[config.mk]
export PLATFORM = sky130hd
export DESIGN_NAME = keyed_oneshot_timer_pool
export DESIGN_NICKNAME = d
export VERILOG_FILES = /design/src/rtl/core/kotp_pkg.sv /design/src/rtl/core/kotp_cell.sv /design/src/rtl/core/kotp_delay.sv /design/src/rtl/core/keyed_oneshot_timer_pool.sv
export SDC_FILE = /design/constraint.sdc
export NUM_CORES = 2
export LEC_CHECK = 0
export BUFFER_PORTS_ARGS = -buffer_cell sky130_fd_sc_hd__clkbuf_2
export CORE_MARGIN = 4
export CORE_UTILIZATION = 52
export DETAILED_ROUTE_END_ITERATION = 7
export PLACE_DENSITY = 0.68
export SLEW_MARGIN = 15
export SYNTH_ARGS = -nofsm -noshare
export SYNTH_HDL_FRONTEND = slang
export SYNTH_SLANG_ARGS = --single-unit
[constraint.sdc]
create_clock -name clock -period 133.1 [get_ports clock]
set_clock_uncertainty 0.1 [all_clocks]
set_input_delay 19.965 -clock clock [delete_from_list [all_inputs] [get_ports clock]]
set_output_delay 19.965 -clock clock [all_outputs]
set_load 0.02 [all_outputs]
[src/rtl/core/kotp_pkg.sv]
// shared constants, codes and types of the keyed one-shot timer pool
package kotp_pkg;

   // pool size and slot index width
   localparam int SLOTS = 16;
   localparam int CNT_W = (SLOTS > 1) ? $clog2(SLOTS) : 1;

   // field widths
   localparam int KEY_W  = 32;
   localparam int ID_W   = 16;
   localparam int TAG_W  = 32;
   localparam int MS_W   = 32;
   localparam int RATE_W = 10;
   localparam int TICK_W = 32;

   localparam logic [RATE_W-1:0] RATE_RESET = 10'd100;

   // delay conversion: ms times rate, then divide by 1000 as a shift by 3 and a
   // product with the rounded-up reciprocal of 125 (exact for products below 2^42),
   // taken one 13-bit chunk of the shifted product a cycle, top chunk first
   localparam int DLY_PROD_W  = MS_W + RATE_W;
   localparam int RCP_IN_W    = DLY_PROD_W - 3;
   localparam int RCP_W       = 40;
   localparam int RCP_SHIFT   = 46;
   localparam logic [RCP_W-1:0] RCP_CONST = 40'd562949953422;
   localparam int RCP_CHUNK_W = 13;
   localparam int RCP_CHUNKS  = RCP_IN_W / RCP_CHUNK_W;
   localparam int RCP_CNT_W   = $clog2(RCP_CHUNKS);
   localparam int RCP_PART_W  = RCP_W + RCP_CHUNK_W;
   localparam int RCP_ACC_W   = RCP_IN_W + RCP_W;
   localparam int QUOT_W      = RCP_ACC_W - RCP_SHIFT;

   // request opcodes
   typedef enum logic [1:0] {
      OP_SET     = 2'd0,
      OP_RELEASE = 2'd1,
      OP_CHECK   = 2'd2,
      OP_TICK    = 2'd3
   } kotp_op_type;

   // result kinds
   typedef enum logic [1:0] {
      KIND_SET_REPLY   = 2'd0,
      KIND_RELEASE_ACK = 2'd1,
      KIND_CHECK_REPLY = 2'd2,
      KIND_EXPIRY      = 2'd3
   } kotp_kind_type;

   // controller states
   typedef enum logic [2:0] {
      CTL_IDLE,
      CTL_SCAN,
      CTL_WAIT,
      CTL_WRITE,
      CTL_DONE
   } kotp_ctl_state_type;

   // delay converter states
   typedef enum logic [1:0] {
      DLY_IDLE,
      DLY_MUL,
      DLY_SAT
   } kotp_dly_state_type;

   // contents of one slot as it moves along the ring
   typedef struct packed {
      logic [KEY_W-1:0]  handler;
      logic [ID_W-1:0]   id;
      logic [TAG_W-1:0]  tag;
      logic [TICK_W-1:0] remaining;
      logic              allocated;
      logic              running;
   } kotp_slot_type;

   // command broadcast to the cells
   typedef struct packed {
      logic              apply;
      kotp_op_type       op;
      logic [KEY_W-1:0]  key;
      logic [ID_W-1:0]   id;
      logic [TAG_W-1:0]  tag;
      logic [TICK_W-1:0] ticks;
   } kotp_cmd_type;

   // status a cell reports on what it holds
   typedef struct packed {
      logic             match;
      logic             free;
      logic             running;
      logic             fire;
      logic [KEY_W-1:0] handler;
      logic [ID_W-1:0]  id;
      logic [TAG_W-1:0] tag;
   } kotp_stat_type;

endpackage

[src/rtl/core/kotp_cell.sv]
// one slot cell of the rotating ring: holds a slot, reports on it, updates it on the way out
module kotp_cell import kotp_pkg::*; (
   input  logic          clock,
   input  logic          reset,
   input  logic          shift_en,
   input  kotp_slot_type slot_in,
   input  kotp_cmd_type  cmd,
   output kotp_slot_type slot_out,
   output kotp_stat_type stat
);

   logic [KEY_W-1:0]  handler_ff;
   logic [ID_W-1:0]   id_ff;
   logic [TAG_W-1:0]  tag_ff;
   logic [TICK_W-1:0] remaining_ff;
   logic              allocated_ff;
   logic              running_ff;
   logic              expiring;

   // status of the held slot
   assign expiring     = running_ff && (remaining_ff <= TICK_W'(1));
   assign stat.match   = allocated_ff && (handler_ff == cmd.key) && (id_ff == cmd.id);
   assign stat.free    = !allocated_ff;
   assign stat.running = running_ff;
   assign stat.fire    = expiring && allocated_ff && (handler_ff != '0);
   assign stat.handler = handler_ff;
   assign stat.id      = id_ff;
   assign stat.tag     = tag_ff;

   // updated slot handed to the neighbor
   always_comb begin
      slot_out.handler   = handler_ff;
      slot_out.id        = id_ff;
      slot_out.tag       = tag_ff;
      slot_out.remaining = remaining_ff;
      slot_out.allocated = allocated_ff;
      slot_out.running   = running_ff;
      if (cmd.apply) begin
         unique case (cmd.op)
            OP_SET: begin
               slot_out.handler   = cmd.key;
               slot_out.id        = cmd.id;
               slot_out.tag       = cmd.tag;
               slot_out.remaining = cmd.ticks;
               slot_out.allocated = 1'b1;
               slot_out.running   = 1'b1;
            end
            OP_RELEASE: begin
               if (stat.match) begin
                  slot_out.allocated = 1'b0;
                  slot_out.running   = 1'b0;
               end
            end
            OP_TICK: begin
               if (expiring) begin
                  slot_out.remaining = '0;
                  slot_out.running   = 1'b0;
               end else if (running_ff) begin
                  slot_out.remaining = remaining_ff - TICK_W'(1);
               end
            end
            OP_CHECK: begin
            end
         endcase
      end
   end

   // slot payload
   always_ff @(posedge clock) begin
      if (shift_en) begin
         handler_ff   <= slot_in.handler;
         id_ff        <= slot_in.id;
         tag_ff       <= slot_in.tag;
         remaining_ff <= slot_in.remaining;
      end
   end

   // slot flags
   always_ff @(posedge clock) begin
      if (reset) begin
         allocated_ff <= 1'b0;
         running_ff   <= 1'b0;
      end else if (shift_en) begin
         allocated_ff <= slot_in.allocated;
         running_ff   <= slot_in.running;
      end
   end

endmodule

[src/rtl/core/kotp_delay.sv]
// delay converter: ms times tick rate, divided by 1000 through a reciprocal product, then clamped
module kotp_delay import kotp_pkg::*; (
   input  logic              clock,
   input  logic              reset,
   input  logic              start,
   input  logic [MS_W-1:0]   delay_ms,
   input  logic [RATE_W-1:0] tick_rate,
   output logic              idle,
   output logic [TICK_W-1:0] ticks
);

   localparam logic [RCP_CNT_W-1:0] CNT_LAST = RCP_CNT_W'(RCP_CHUNKS - 1);

   kotp_dly_state_type      state_ff, state_in;
   logic [RCP_CNT_W-1:0]    cnt_ff, cnt_in;
   logic [RCP_IN_W-1:0]     src_ff, src_in;
   logic [RCP_ACC_W-1:0]    acc_ff, acc_in;
   logic [TICK_W-1:0]       ticks_ff, ticks_in;
   logic [DLY_PROD_W-1:0]   product;
   logic [RCP_PART_W-1:0]   part;
   logic [QUOT_W-1:0]       quot;

   assign idle  = (state_ff == DLY_IDLE);
   assign ticks = ticks_ff;

   // ms times rate, top chunk times the reciprocal, quotient from the top of the sum
   assign product = DLY_PROD_W'(delay_ms) * DLY_PROD_W'(tick_rate);
   assign part    = RCP_PART_W'(RCP_CONST) *
                    RCP_PART_W'(src_ff[RCP_IN_W-1 -: RCP_CHUNK_W]);
   assign quot    = acc_ff[RCP_ACC_W-1:RCP_SHIFT];

   // next state: load product, accumulate chunk products, saturation
   always_comb begin
      state_in = state_ff;
      cnt_in   = cnt_ff;
      src_in   = src_ff;
      acc_in   = acc_ff;
      ticks_in = ticks_ff;
      unique case (state_ff)
         DLY_IDLE: begin
            if (start) begin
               src_in   = product[DLY_PROD_W-1:DLY_PROD_W-RCP_IN_W];
               acc_in   = '0;
               cnt_in   = '0;
               state_in = DLY_MUL;
            end
         end
         DLY_MUL: begin
            acc_in = {acc_ff[RCP_ACC_W-RCP_CHUNK_W-1:0], {RCP_CHUNK_W{1'b0}}} +
                     RCP_ACC_W'(part);
            src_in = {src_ff[RCP_IN_W-RCP_CHUNK_W-1:0], {RCP_CHUNK_W{1'b0}}};
            cnt_in = cnt_ff + 1'b1;
            if (cnt_ff == CNT_LAST) begin
               state_in = DLY_SAT;
            end
         end
         DLY_SAT: begin
            if (quot[QUOT_W-1:TICK_W] != '0) begin
               ticks_in = '1;
            end else if (quot[TICK_W-1:0] == '0) begin
               ticks_in = TICK_W'(1);
            end else begin
               ticks_in = quot[TICK_W-1:0];
            end
            state_in = DLY_IDLE;
         end
         default: begin
            state_in = DLY_IDLE;
         end
      endcase
   end

   // control
   always_ff @(posedge clock) begin
      if (reset) begin
         state_ff <= DLY_IDLE;
      end else begin
         state_ff <= state_in;
      end
   end

   // datapath
   always_ff @(posedge clock) begin
      cnt_ff   <= cnt_in;
      src_ff   <= src_in;
      acc_ff   <= acc_in;
      ticks_ff <= ticks_in;
   end

endmodule

[src/rtl/core/keyed_oneshot_timer_pool.sv]
// top level: ring of slot cells, delay converter and request controller
//
// Usage
//   Requests are commands: drive req_* with start high; the transfer happens
//   at a clock edge where busy is low. busy stays high until the request has
//   finished. Results come out on rsp_* for exactly one cycle, marked by
//   rsp_valid; the receiver must take them, it cannot stall the block.
//   Set, release and check give one result each. A tick gives one expiry
//   event per slot that runs out, in ascending slot order, with rsp_last on
//   the final one, and nothing when no slot runs out.
//   The slots sit in a ring of SLOTS cells that rotates one place a cycle
//   while the controller scans or writes; every request starts with one
//   full turn past the head cell. Release, check and tick: that turn, then
//   the closing state. Set: a search turn, a wait until the delay converter
//   is idle, a write turn, then the closing state; a null key or no slot
//   to use skips wait and write. The conversion ends inside the search turn.
//   csr_wr_data sets the tick rate; write it only while busy is low.
//   Reset (synchronous) frees every slot and sets the tick rate to 100.
module keyed_oneshot_timer_pool import kotp_pkg::*; (
   input  logic              clock,
   input  logic              reset,
   input  logic              start,
   output logic              busy,
   input  logic [1:0]        req_opcode,
   input  logic [KEY_W-1:0]  req_handler_key,
   input  logic [ID_W-1:0]   req_timer_id,
   input  logic [TAG_W-1:0]  req_message_tag,
   input  logic [MS_W-1:0]   req_delay_ms,
   output logic              rsp_valid,
   output logic [1:0]        rsp_kind,
   output logic              rsp_ok,
   output logic [KEY_W-1:0]  rsp_event_handler,
   output logic [ID_W-1:0]   rsp_event_id,
   output logic [TAG_W-1:0]  rsp_event_tag,
   output logic              rsp_last,
   input  logic              csr_wr_en,
   input  logic [RATE_W-1:0] csr_wr_data
);

   localparam logic [CNT_W-1:0] LAST_IDX = CNT_W'(SLOTS - 1);

   kotp_ctl_state_type state_ff, state_in;
   logic [CNT_W-1:0]   cnt_ff, cnt_in;
   kotp_op_type        op_ff, op_in;
   logic [KEY_W-1:0]   key_ff, key_in;
   logic [ID_W-1:0]    id_ff, id_in;
   logic [TAG_W-1:0]   tag_ff, tag_in;
   logic               match_found_ff, match_found_in;
   logic [CNT_W-1:0]   match_idx_ff, match_idx_in;
   logic               free_found_ff, free_found_in;
   logic [CNT_W-1:0]   free_idx_ff, free_idx_in;
   logic               hit_ff, hit_in;
   logic               pend_valid_ff, pend_valid_in;
   logic [KEY_W-1:0]   pend_handler_ff, pend_handler_in;
   logic [ID_W-1:0]    pend_id_ff, pend_id_in;
   logic [TAG_W-1:0]   pend_tag_ff, pend_tag_in;
   logic               rsp_valid_ff, rsp_valid_in;
   kotp_kind_type      rsp_kind_ff, rsp_kind_in;
   logic               rsp_ok_ff, rsp_ok_in;
   logic [KEY_W-1:0]   rsp_handler_ff, rsp_handler_in;
   logic [ID_W-1:0]    rsp_id_ff, rsp_id_in;
   logic [TAG_W-1:0]   rsp_tag_ff, rsp_tag_in;
   logic               rsp_last_ff, rsp_last_in;
   logic [RATE_W-1:0]  tick_rate_ff;

   logic               shift_en;
   kotp_cmd_type       head_cmd;
   kotp_slot_type      cell_out [SLOTS];
   kotp_stat_type      cell_stat [SLOTS];
   kotp_stat_type      head_stat;
   logic [CNT_W-1:0]   target;
   logic               dly_start;
   logic               dly_idle;
   logic [TICK_W-1:0]  dly_ticks;

   assign busy              = (state_ff != CTL_IDLE);
   assign rsp_valid         = rsp_valid_ff;
   assign rsp_kind          = rsp_kind_ff;
   assign rsp_ok            = rsp_ok_ff;
   assign rsp_event_handler = rsp_handler_ff;
   assign rsp_event_id      = rsp_id_ff;
   assign rsp_event_tag     = rsp_tag_ff;
   assign rsp_last          = rsp_last_ff;
   assign head_stat         = cell_stat[0];
   assign target            = match_found_ff ? match_idx_ff : free_idx_ff;
   assign dly_start         = start && !busy && (kotp_op_type'(req_opcode) == OP_SET);

   // tick rate register
   always_ff @(posedge clock) begin
      if (reset) begin
         tick_rate_ff <= RATE_RESET;
      end else if (csr_wr_en) begin
         tick_rate_ff <= csr_wr_data;
      end
   end

   // delay conversion for set requests
   kotp_delay u_delay (
      .clock     (clock),
      .reset     (reset),
      .start     (dly_start),
      .delay_ms  (req_delay_ms),
      .tick_rate (tick_rate_ff),
      .idle      (dly_idle),
      .ticks     (dly_ticks)
   );

   // ring of slot cells; only the head cell acts on the command
   for (genvar i = 0; i < SLOTS; i++) begin : g_cell
      localparam int NEXT = (i + 1) % SLOTS;
      kotp_cmd_type cell_cmd;
      if (i == 0) begin : g_head
         assign cell_cmd = head_cmd;
      end else begin : g_body
         always_comb begin
            cell_cmd       = head_cmd;
            cell_cmd.apply = 1'b0;
         end
      end
      kotp_cell u_cell (
         .clock    (clock),
         .reset    (reset),
         .shift_en (shift_en),
         .slot_in  (cell_out[NEXT]),
         .cmd      (cell_cmd),
         .slot_out (cell_out[i]),
         .stat     (cell_stat[i])
      );
   end

   // controller next state and outputs
   always_comb begin
      state_in        = state_ff;
      cnt_in          = cnt_ff;
      op_in           = op_ff;
      key_in          = key_ff;
      id_in           = id_ff;
      tag_in          = tag_ff;
      match_found_in  = match_found_ff;
      match_idx_in    = match_idx_ff;
      free_found_in   = free_found_ff;
      free_idx_in     = free_idx_ff;
      hit_in          = hit_ff;
      pend_valid_in   = pend_valid_ff;
      pend_handler_in = pend_handler_ff;
      pend_id_in      = pend_id_ff;
      pend_tag_in     = pend_tag_ff;
      rsp_valid_in    = 1'b0;
      rsp_kind_in     = rsp_kind_ff;
      rsp_ok_in       = rsp_ok_ff;
      rsp_handler_in  = rsp_handler_ff;
      rsp_id_in       = rsp_id_ff;
      rsp_tag_in      = rsp_tag_ff;
      rsp_last_in     = rsp_last_ff;
      shift_en        = 1'b0;
      head_cmd.apply  = 1'b0;
      head_cmd.op     = op_ff;
      head_cmd.key    = key_ff;
      head_cmd.id     = id_ff;
      head_cmd.tag    = tag_ff;
      head_cmd.ticks  = dly_ticks;
      unique case (state_ff)
         CTL_IDLE: begin
            if (start) begin
               op_in          = kotp_op_type'(req_opcode);
               key_in         = req_handler_key;
               id_in          = req_timer_id;
               tag_in         = req_message_tag;
               cnt_in         = '0;
               match_found_in = 1'b0;
               free_found_in  = 1'b0;
               hit_in         = 1'b0;
               pend_valid_in  = 1'b0;
               state_in       = CTL_SCAN;
            end
         end
         CTL_SCAN: begin
            shift_en = 1'b1;
            unique case (op_ff)
               OP_SET: begin
                  if (head_stat.match && !match_found_ff) begin
                     match_found_in = 1'b1;
                     match_idx_in   = cnt_ff;
                  end
                  if (head_stat.free && !free_found_ff) begin
                     free_found_in = 1'b1;
                     free_idx_in   = cnt_ff;
                  end
               end
               OP_RELEASE: begin
                  head_cmd.apply = (key_ff != '0);
               end
               OP_CHECK: begin
                  if ((key_ff != '0) && head_stat.match && head_stat.running) begin
                     hit_in = 1'b1;
                  end
               end
               OP_TICK: begin
                  head_cmd.apply = 1'b1;
                  // hold each event back one find so the final one gets last
                  if (head_stat.fire) begin
                     if (pend_valid_ff) begin
                        rsp_valid_in   = 1'b1;
                        rsp_kind_in    = KIND_EXPIRY;
                        rsp_ok_in      = 1'b0;
                        rsp_handler_in = pend_handler_ff;
                        rsp_id_in      = pend_id_ff;
                        rsp_tag_in     = pend_tag_ff;
                        rsp_last_in    = 1'b0;
                     end
                     pend_valid_in   = 1'b1;
                     pend_handler_in = head_stat.handler;
                     pend_id_in      = head_stat.id;
                     pend_tag_in     = head_stat.tag;
                  end
               end
            endcase
            cnt_in = cnt_ff + 1'b1;
            if (cnt_ff == LAST_IDX) begin
               cnt_in = '0;
               if ((op_ff == OP_SET) && (key_ff != '0) && (match_found_in || free_found_in)) begin
                  state_in = CTL_WAIT;
               end else begin
                  state_in = CTL_DONE;
               end
            end
         end
         CTL_WAIT: begin
            if (dly_idle) begin
               state_in = CTL_WRITE;
            end
         end
         CTL_WRITE: begin
            shift_en       = 1'b1;
            head_cmd.apply = (cnt_ff == target);
            cnt_in         = cnt_ff + 1'b1;
            if (cnt_ff == LAST_IDX) begin
               cnt_in   = '0;
               state_in = CTL_DONE;
            end
         end
         CTL_DONE: begin
            rsp_valid_in   = 1'b1;
            rsp_ok_in      = 1'b0;
            rsp_handler_in = '0;
            rsp_id_in      = '0;
            rsp_tag_in     = '0;
            rsp_last_in    = 1'b1;
            unique case (op_ff)
               OP_SET: begin
                  rsp_kind_in = KIND_SET_REPLY;
                  rsp_ok_in   = (key_ff != '0) && (match_found_ff || free_found_ff);
               end
               OP_RELEASE: begin
                  rsp_kind_in = KIND_RELEASE_ACK;
               end
               OP_CHECK: begin
                  rsp_kind_in = KIND_CHECK_REPLY;
                  rsp_ok_in   = hit_ff;
               end
               OP_TICK: begin
                  rsp_valid_in   = pend_valid_ff;
                  rsp_kind_in    = KIND_EXPIRY;
                  rsp_handler_in = pend_handler_ff;
                  rsp_id_in      = pend_id_ff;
                  rsp_tag_in     = pend_tag_ff;
               end
            endcase
            pend_valid_in = 1'b0;
            state_in      = CTL_IDLE;
         end
         default: begin
            state_in = CTL_IDLE;
         end
      endcase
   end

   // controller state and flags
   always_ff @(posedge clock) begin
      if (reset) begin
         state_ff      <= CTL_IDLE;
         pend_valid_ff <= 1'b0;
         rsp_valid_ff  <= 1'b0;
      end else begin
         state_ff      <= state_in;
         pend_valid_ff <= pend_valid_in;
         rsp_valid_ff  <= rsp_valid_in;
      end
   end

   // request, search and result payload
   always_ff @(posedge clock) begin
      cnt_ff          <= cnt_in;
      op_ff           <= op_in;
      key_ff          <= key_in;
      id_ff           <= id_in;
      tag_ff          <= tag_in;
      match_found_ff  <= match_found_in;
      match_idx_ff    <= match_idx_in;
      free_found_ff   <= free_found_in;
      free_idx_ff     <= free_idx_in;
      hit_ff          <= hit_in;
      pend_handler_ff <= pend_handler_in;
      pend_id_ff      <= pend_id_in;
      pend_tag_ff     <= pend_tag_in;
      rsp_kind_ff     <= rsp_kind_in;
      rsp_ok_ff       <= rsp_ok_in;
      rsp_handler_ff  <= rsp_handler_in;
      rsp_id_ff       <= rsp_id_in;
      rsp_tag_ff      <= rsp_tag_in;
      rsp_last_ff     <= rsp_last_in;
   end

   // a result only follows a scan step or the closing state
   assert property (@(posedge clock) disable iff (reset)
      rsp_valid_ff |-> $past(state_ff == CTL_SCAN || state_ff == CTL_DONE))
      else $error("result strobe outside scan or close");

   // an accepted request starts a ring turn
   assert property (@(posedge clock) disable iff (reset)
      (start && !busy) |=> (state_ff == CTL_SCAN))
      else $error("accepted request did not start a scan");

   // the write turn needs a converted delay and a chosen slot
   assert property (@(posedge clock) disable iff (reset)
      (state_ff == CTL_WRITE) |-> (dly_idle && (match_found_ff || free_found_ff)))
      else $error("write turn without delay or target slot");

   // only expiry events can be followed by more results
   assert property (@(posedge clock) disable iff (reset)
      (rsp_valid_ff && (rsp_kind_ff != KIND_EXPIRY)) |-> rsp_last_ff)
      else $error("request reply not marked last");

   // a held-back event exists only during a tick
   assert property (@(posedge clock) disable iff (reset)
      pend_valid_ff |-> (op_ff == OP_TICK))
      else $error("pending expiry outside a tick");

endmodule

### Yosys cells after proc, flatten, opt, wreduce, memory -nomap -nowiden

Cells that the tools add are included.
Widths: inputs -> output; s select.

* equality and inequality tests: 25
* shifts and indexed selects: 0
* mux-type cells: 78
* add/sub/neg operators: 4
* reduce and logical (&&, ||, !) cells: 47
* bitwise logic cells: 0
* multipliers: 2
* div/mod/pow operators: 0
* magnitude comparators: 1

Operators by type and width (number)
* $mux 32: 11
* $pmux 32 s2: 3
* $pmux 79 s2: 1
* $mux 114: 1
* $mux 80: 1
* $add 79x53->79: 1
* $mux 79: 1
* $pmux 39 s2: 1
* $mux 16: 4
* $reduce_bool 32->1: 2
* $mul 39x13->52 const A: 1
* $mul 32x10->42: 1
* $mux 39: 1
* $eq 32x32->1: 1
* $le 32x1->1 const B: 1
* $logic_not 32->1: 1
* $pmux 16 s2: 1
* $sub 32x1->32 const B: 1
* $mux 1: 20
* $pmux 1 s2: 10
* $ne 2x2->1 const B: 9
* $eq 16x16->1: 1
* $reduce_and 4->1: 4
* $mux 3: 5
* other kinds (27): 74

* bits in registers: 2254
* output and inout bits: 86
* memories: 0
* word-level logic and storage cells: 282
* ROM bits: 0
* bits in latches: 0
* input port bits: 128
* bits in writable memories: 0

### Logic depth before layout (Yosys ltp)

* depth in word-level cells: 12
* mapped depth: 33
* depth with buffers taken out: 31

### Modules after synthesis

From an unflattened synthesis, not the netlist that was laid out.

* cell total of the unflattened synthesis: 11965
* area total of the unflattened synthesis: 138624.2 µm²

Modules (own cells, without submodules)
* kotp_cell (g_cell[0].u_cell ...): seq. area each 3403.3 µm², cells each 537, area each 6453.7 µm², instances 8
* kotp_cell (g_cell[2].u_cell ...): seq. area each 3403.3 µm², cells each 546, area each 6448.7 µm², instances 8
* kotp_delay: seq. area each 4574.4 µm², cells each 2824, area each 25989.9 µm², instances 1
* keyed_oneshot_timer_pool: seq. area each 8137.8 µm², cells each 477, area each 9415.3 µm², instances 1

### Worst setup path before layout

Ideal clock, no wire load.

* path kind: reg2reg
* start point: register state_ff[2]
* end point: register g_cell[0].u_cell.handler_ff[0] (enable)
* data arrival time: 48.972 ns
* path slack: 81.174 ns
* data required time: 130.146 ns
* clock period less this slack: 51.926 ns
* buffers on the path: 1
* stages on the path, launching flop included: 4
* library setup time: 2.854 ns
* cell sequence: dfxtp_1 > nand2b_1 > clkinv_1 > clkbuf_1

* cells in the longest elaborated chain, start to end: 3
* elaborated cells between the ends (all ways): 4
* classes of those cells: 2 x eq/ne; 1 x mux; 1 x reduce/logical

RTL lines
* from (decl): line keyed_oneshot_timer_pool.sv:42 `kotp_ctl_state_type state_ff, state_in;`
* from (signal assigned): line keyed_oneshot_timer_pool.sv:285 `state_ff <= state_in;`
* $eq 3x2->1 / $eq 3x1->1 (equally long branches): line keyed_oneshot_timer_pool.sv:162 `unique case (state_ff)`
* $reduce_or 2->1 (no line) (*)
* $mux 1 (*): line keyed_oneshot_timer_pool.sv:162
* via g_cell[0].u_cell.shift_en: line kotp_cell.sv:5 `input logic shift_en,`
* to (signal assigned): line kotp_cell.sv:71 `handler_ff <= slot_in.handler;`
* to (decl): line kotp_cell.sv:12 `logic [KEY_W-1:0] handler_ff;`

The timed path passes the listed nets; every way through them passes the cells marked *.
A chain may end at the register's enable or synchronous reset.

### Worst setup path in the final report

* start point: input port req_delay_ms[8]
* end point: register u_delay.src_ff[38] (data pin)

* cells in the longest elaborated chain, start to end: 3

RTL lines
* from (decl): line keyed_oneshot_timer_pool.sv:28 `input logic [MS_W-1:0] req_delay_ms,`
* $mul 32x10->42: line kotp_delay.sv:27 `assign product = DLY_PROD_W'(delay_ms) * DLY_PROD_W'(tick_rate);`
* $mux 39: line kotp_delay.sv:41 `if (start) begin`
* $pmux 39 s2: line kotp_delay.sv:39 `unique case (state_ff)`
* via u_delay.src_in[38]: line kotp_delay.sv:16 `logic [RCP_IN_W-1:0] src_ff, src_in;`
* to (signal assigned): line kotp_delay.sv:85 `src_ff <= src_in;`
* to (decl): line kotp_delay.sv:16

The timed path passes the listed nets, and every way through them passes these cells. The select of a mux whose other input is x is not followed.

==> impl_results.md <==
* Area growth syn-to-layout at 11.63%
* Final count of negative-setup-slack endpoints at 0
* R2r endpoint: u_delay.acc_ff[47]
* CTS tree: done
* Drt initial violations at between 3000 and 4000
* Post-synthesis cell type count at 75
* TNS Setup at 0 ns
* Drt drc at 0
* Most frequent cells in the layout: 2204 x edfxtp_1, 480 x inv_1, 377 x fa_1
* Bufs on Longest Clock Path at 3
* Total Wirelength at 172500 µm
* GRT Util Overall at a little under a fifth
* Arrival time at the worst endpoint at 25.53 ns
* Max_slew headroom at between 20% and 30%
* Tcrit/Tclk final at about a fifth
* PortBufs at about 210
* Detail Placement HPWL at around 110000 µm
* Fin. max-slew vios at 0
* Cell area after synthesis at 92860 µm²
* Worst-path clk slew at about 0.060 ns
* # rows at 154
* Die height at 430.6 µm
* CTS buffer count at between 200 and 250
* CP Max Fanout at 10
* Fmax at between 0.03 and 0.04 GHz
* Fin. Hold Viols at 0
* FF-to-FF Start: u_delay.src_ff[37]
* Syn. warnings at 0
* Count of non-filler cells in the finished layout at 8424
* Most common cell after layout, fill and taps aside: edfxtp_1
* CP required at 133.53 ns
* Antenna viol nets, final at 0
* RSZ-0062 raised after global routing: no
* Clk_lat worst skew at 0.85 ns
* Syn avg cell area at 16.60 µm²
* Synth async-reset ratio at 0%
* Layout cells sized above 1 at 10.64%
* Hold-fix buffers, CTS at 0
* Post-CTS sizing at 0
* Total number of vias at 44820
* Die area at approximately 190000 µm²
* Initial core utilization at 52.50%
* Status: finished clean
* Largest net degree at the start of global routing at 216
* Worst setup EP type: flop
* First-pass GRT wire length at 267500 µm
* Syn Nets at roughly 6400
* Fill count at 13120
* Final nets at between 6000 and 7000
* Sequential cell area fraction in the yosys report at around 72%
* Vias in the first global route at 45210
* Die span in x at 430.6 µm
* Hold Crit Depth at 0
* Tightest Hold Check Type: reg -> reg
* Vias per cell at 5.321
* Hold Startpoint: g_cell[10].u_cell.tag_ff[5]
* Hold EP: g_cell[9].u_cell.tag_ff[5]
* Placed instance count at 8020
* Worst setup margin at 108.00 ns
* Max_cap viols at 0
* Congestion Overflow GR at 0
* Worst-margin pin slew at 1.156 ns
* Clock Tree Root: clkbuf_16
* DR WL/cell at 20.48 µm
* Startpoint types: input pin
* Hold WS at 0.2630 ns
* Gpl congestion at 0.8873
* Crit Path Class: in -> reg
* CTS Sinks at around 2300
* Worst r2r path cells at 29
* Main synth FF type: edfxtp_1
* Min Tclk post-route at approximately 25 ns
* Reg2reg setup slack at around 120 ns
* Yosys reg bits at 2253
* Synth Instances at 5595
* Pre-Repair DR Iteration Count at 5
* H-tree levels at 4
* Initial antenna violation count at 15
* Worst slack at placement at approximately 110 ns
* CORE AREA at around 180000 µm²
* I/O pins at ~210
* Number of synthesized flops with an enable pin at 2204
* Buffers inserted by post-CTS timing repair at 0
critical path, cell delays in order:
cell and delay, ns:
clkbuf_2 0.29, nand2_1 0.16, fa_1 0.57, inv_1 0.06, fa_1 0.50, fa_1 0.52, fa_1 0.51, fa_1 0.49
ha_1 0.43, and3_1 0.24, and4_1 0.24, and2_1 0.18, a221oi_1 0.34, a211o_1 0.23, nor2_1 0.08, nor4b_2 0.39
and4_1 0.25, nor3_1 0.05
cell type report:
class / instances / area, µm² / area share [%]
Clock buffer: 247 / 5458 / 5.265
Antenna cell: 5 / 12.51 / 0.01207
Clock inverter: 152 / 1590 / 1.534
Multi-Input combinational cell: 2690 / 23270 / 22.45
Sequential cell: 2253 / 67160 / 64.79
Tap cell: 2340 / 2928 / 2.825
Inverter: 482 / 1819 / 1.755
Timing Repair Buffer: 255 / 1419 / 1.369
layer usage:
metal	track usage (%)	up-vias	wire length [µm]
met3	2.654	295	7594
met1	27.57	22620	78940
met5	0	-	0
met4	6.225	0	5236
met2	29.25	1048	80750
li1	-	20860	-
cells in the mapped netlist, types with 29 or more instances:
master    instances  share of area (%)
nor4_1           48               0.32
xor2_1           65               0.61
a21oi_1         194                1.0
nor3_1           47               0.25
o21ai_1          56               0.30
nor2_1          202               0.82
fa_1            377                8.1
clkbuf_1        145               0.59
nor2b_1         101               0.68
o21ai_0         105               0.57
inv_1           481                1.9
or2_2            36               0.24
mux2_1           69               0.84
nand4_1          46               0.31
xnor2_1          96               0.91
a21o_1           84               0.68
nand2_1         368                1.5
and2_1          170                1.1
dfxtp_1          49                1.1
nand3_1          29               0.16
edfxtp_1       2204                 71
ha_1            282                3.8
sequential cells by signal (all words and copies together), names as in the netlist, 32 cells and up:
signal	flops
g_cell.u_cell.handler_ff	512
g_cell.u_cell.id_ff	256
g_cell.u_cell.remaining_ff	512
g_cell.u_cell.tag_ff	512
key_ff	32
pend_handler_ff	32
pend_tag_ff	32
rsp_event_handler	32
rsp_event_tag	32
tag_ff	32
u_delay.acc_ff	78
u_delay.src_ff	39
u_delay.ticks	32
logic make-up (layout without fill, tap and decap cells):
family / Yosys count / in the layout / synth area share, %
adder cells (fa/ha/maj): 659 / 659 / 11.93
AND/OR/NAND/NOR: 1135 / 1135 / 6.087
flip-flops: 2253 / 2253 / 72.33
XOR/XNOR: 161 / 161 / 1.519
multiplexers: 93 / 93 / 1.104
other: 0 / 5 / 0
buffers and inverters: 652 / 1136 / 2.666
AO/OA/AOI/OAI: 642 / 642 / 4.370
how the worst max path moves through the flow:
stage                                from  depth (start not counted)                              to
after floorplan               state_ff[2]                          3  g_cell[0].u_cell.handler_ff[0]
after global placement    req_delay_ms[6]                         19              u_delay.src_ff[38]
after detailed placement  req_delay_ms[7]                         19              u_delay.src_ff[38]
after CTS                 req_delay_ms[8]                         18              u_delay.src_ff[38]
after global routing      req_delay_ms[8]                         18              u_delay.src_ff[38]
final                     req_delay_ms[8]                         18              u_delay.src_ff[38]
per-stage QoR:
stage	utilization, %	area (µm²)
after floorplan	-	92860
after global placement	54.61	96600
after detailed placement	54.61	96600
after CTS	58.59	103600
after global routing	58.60	103700
final	58.60	103700
Power is left out: the tool's default activity adds up to more than one toggle a clock period on the data nets, which glitch-free logic cannot reach.
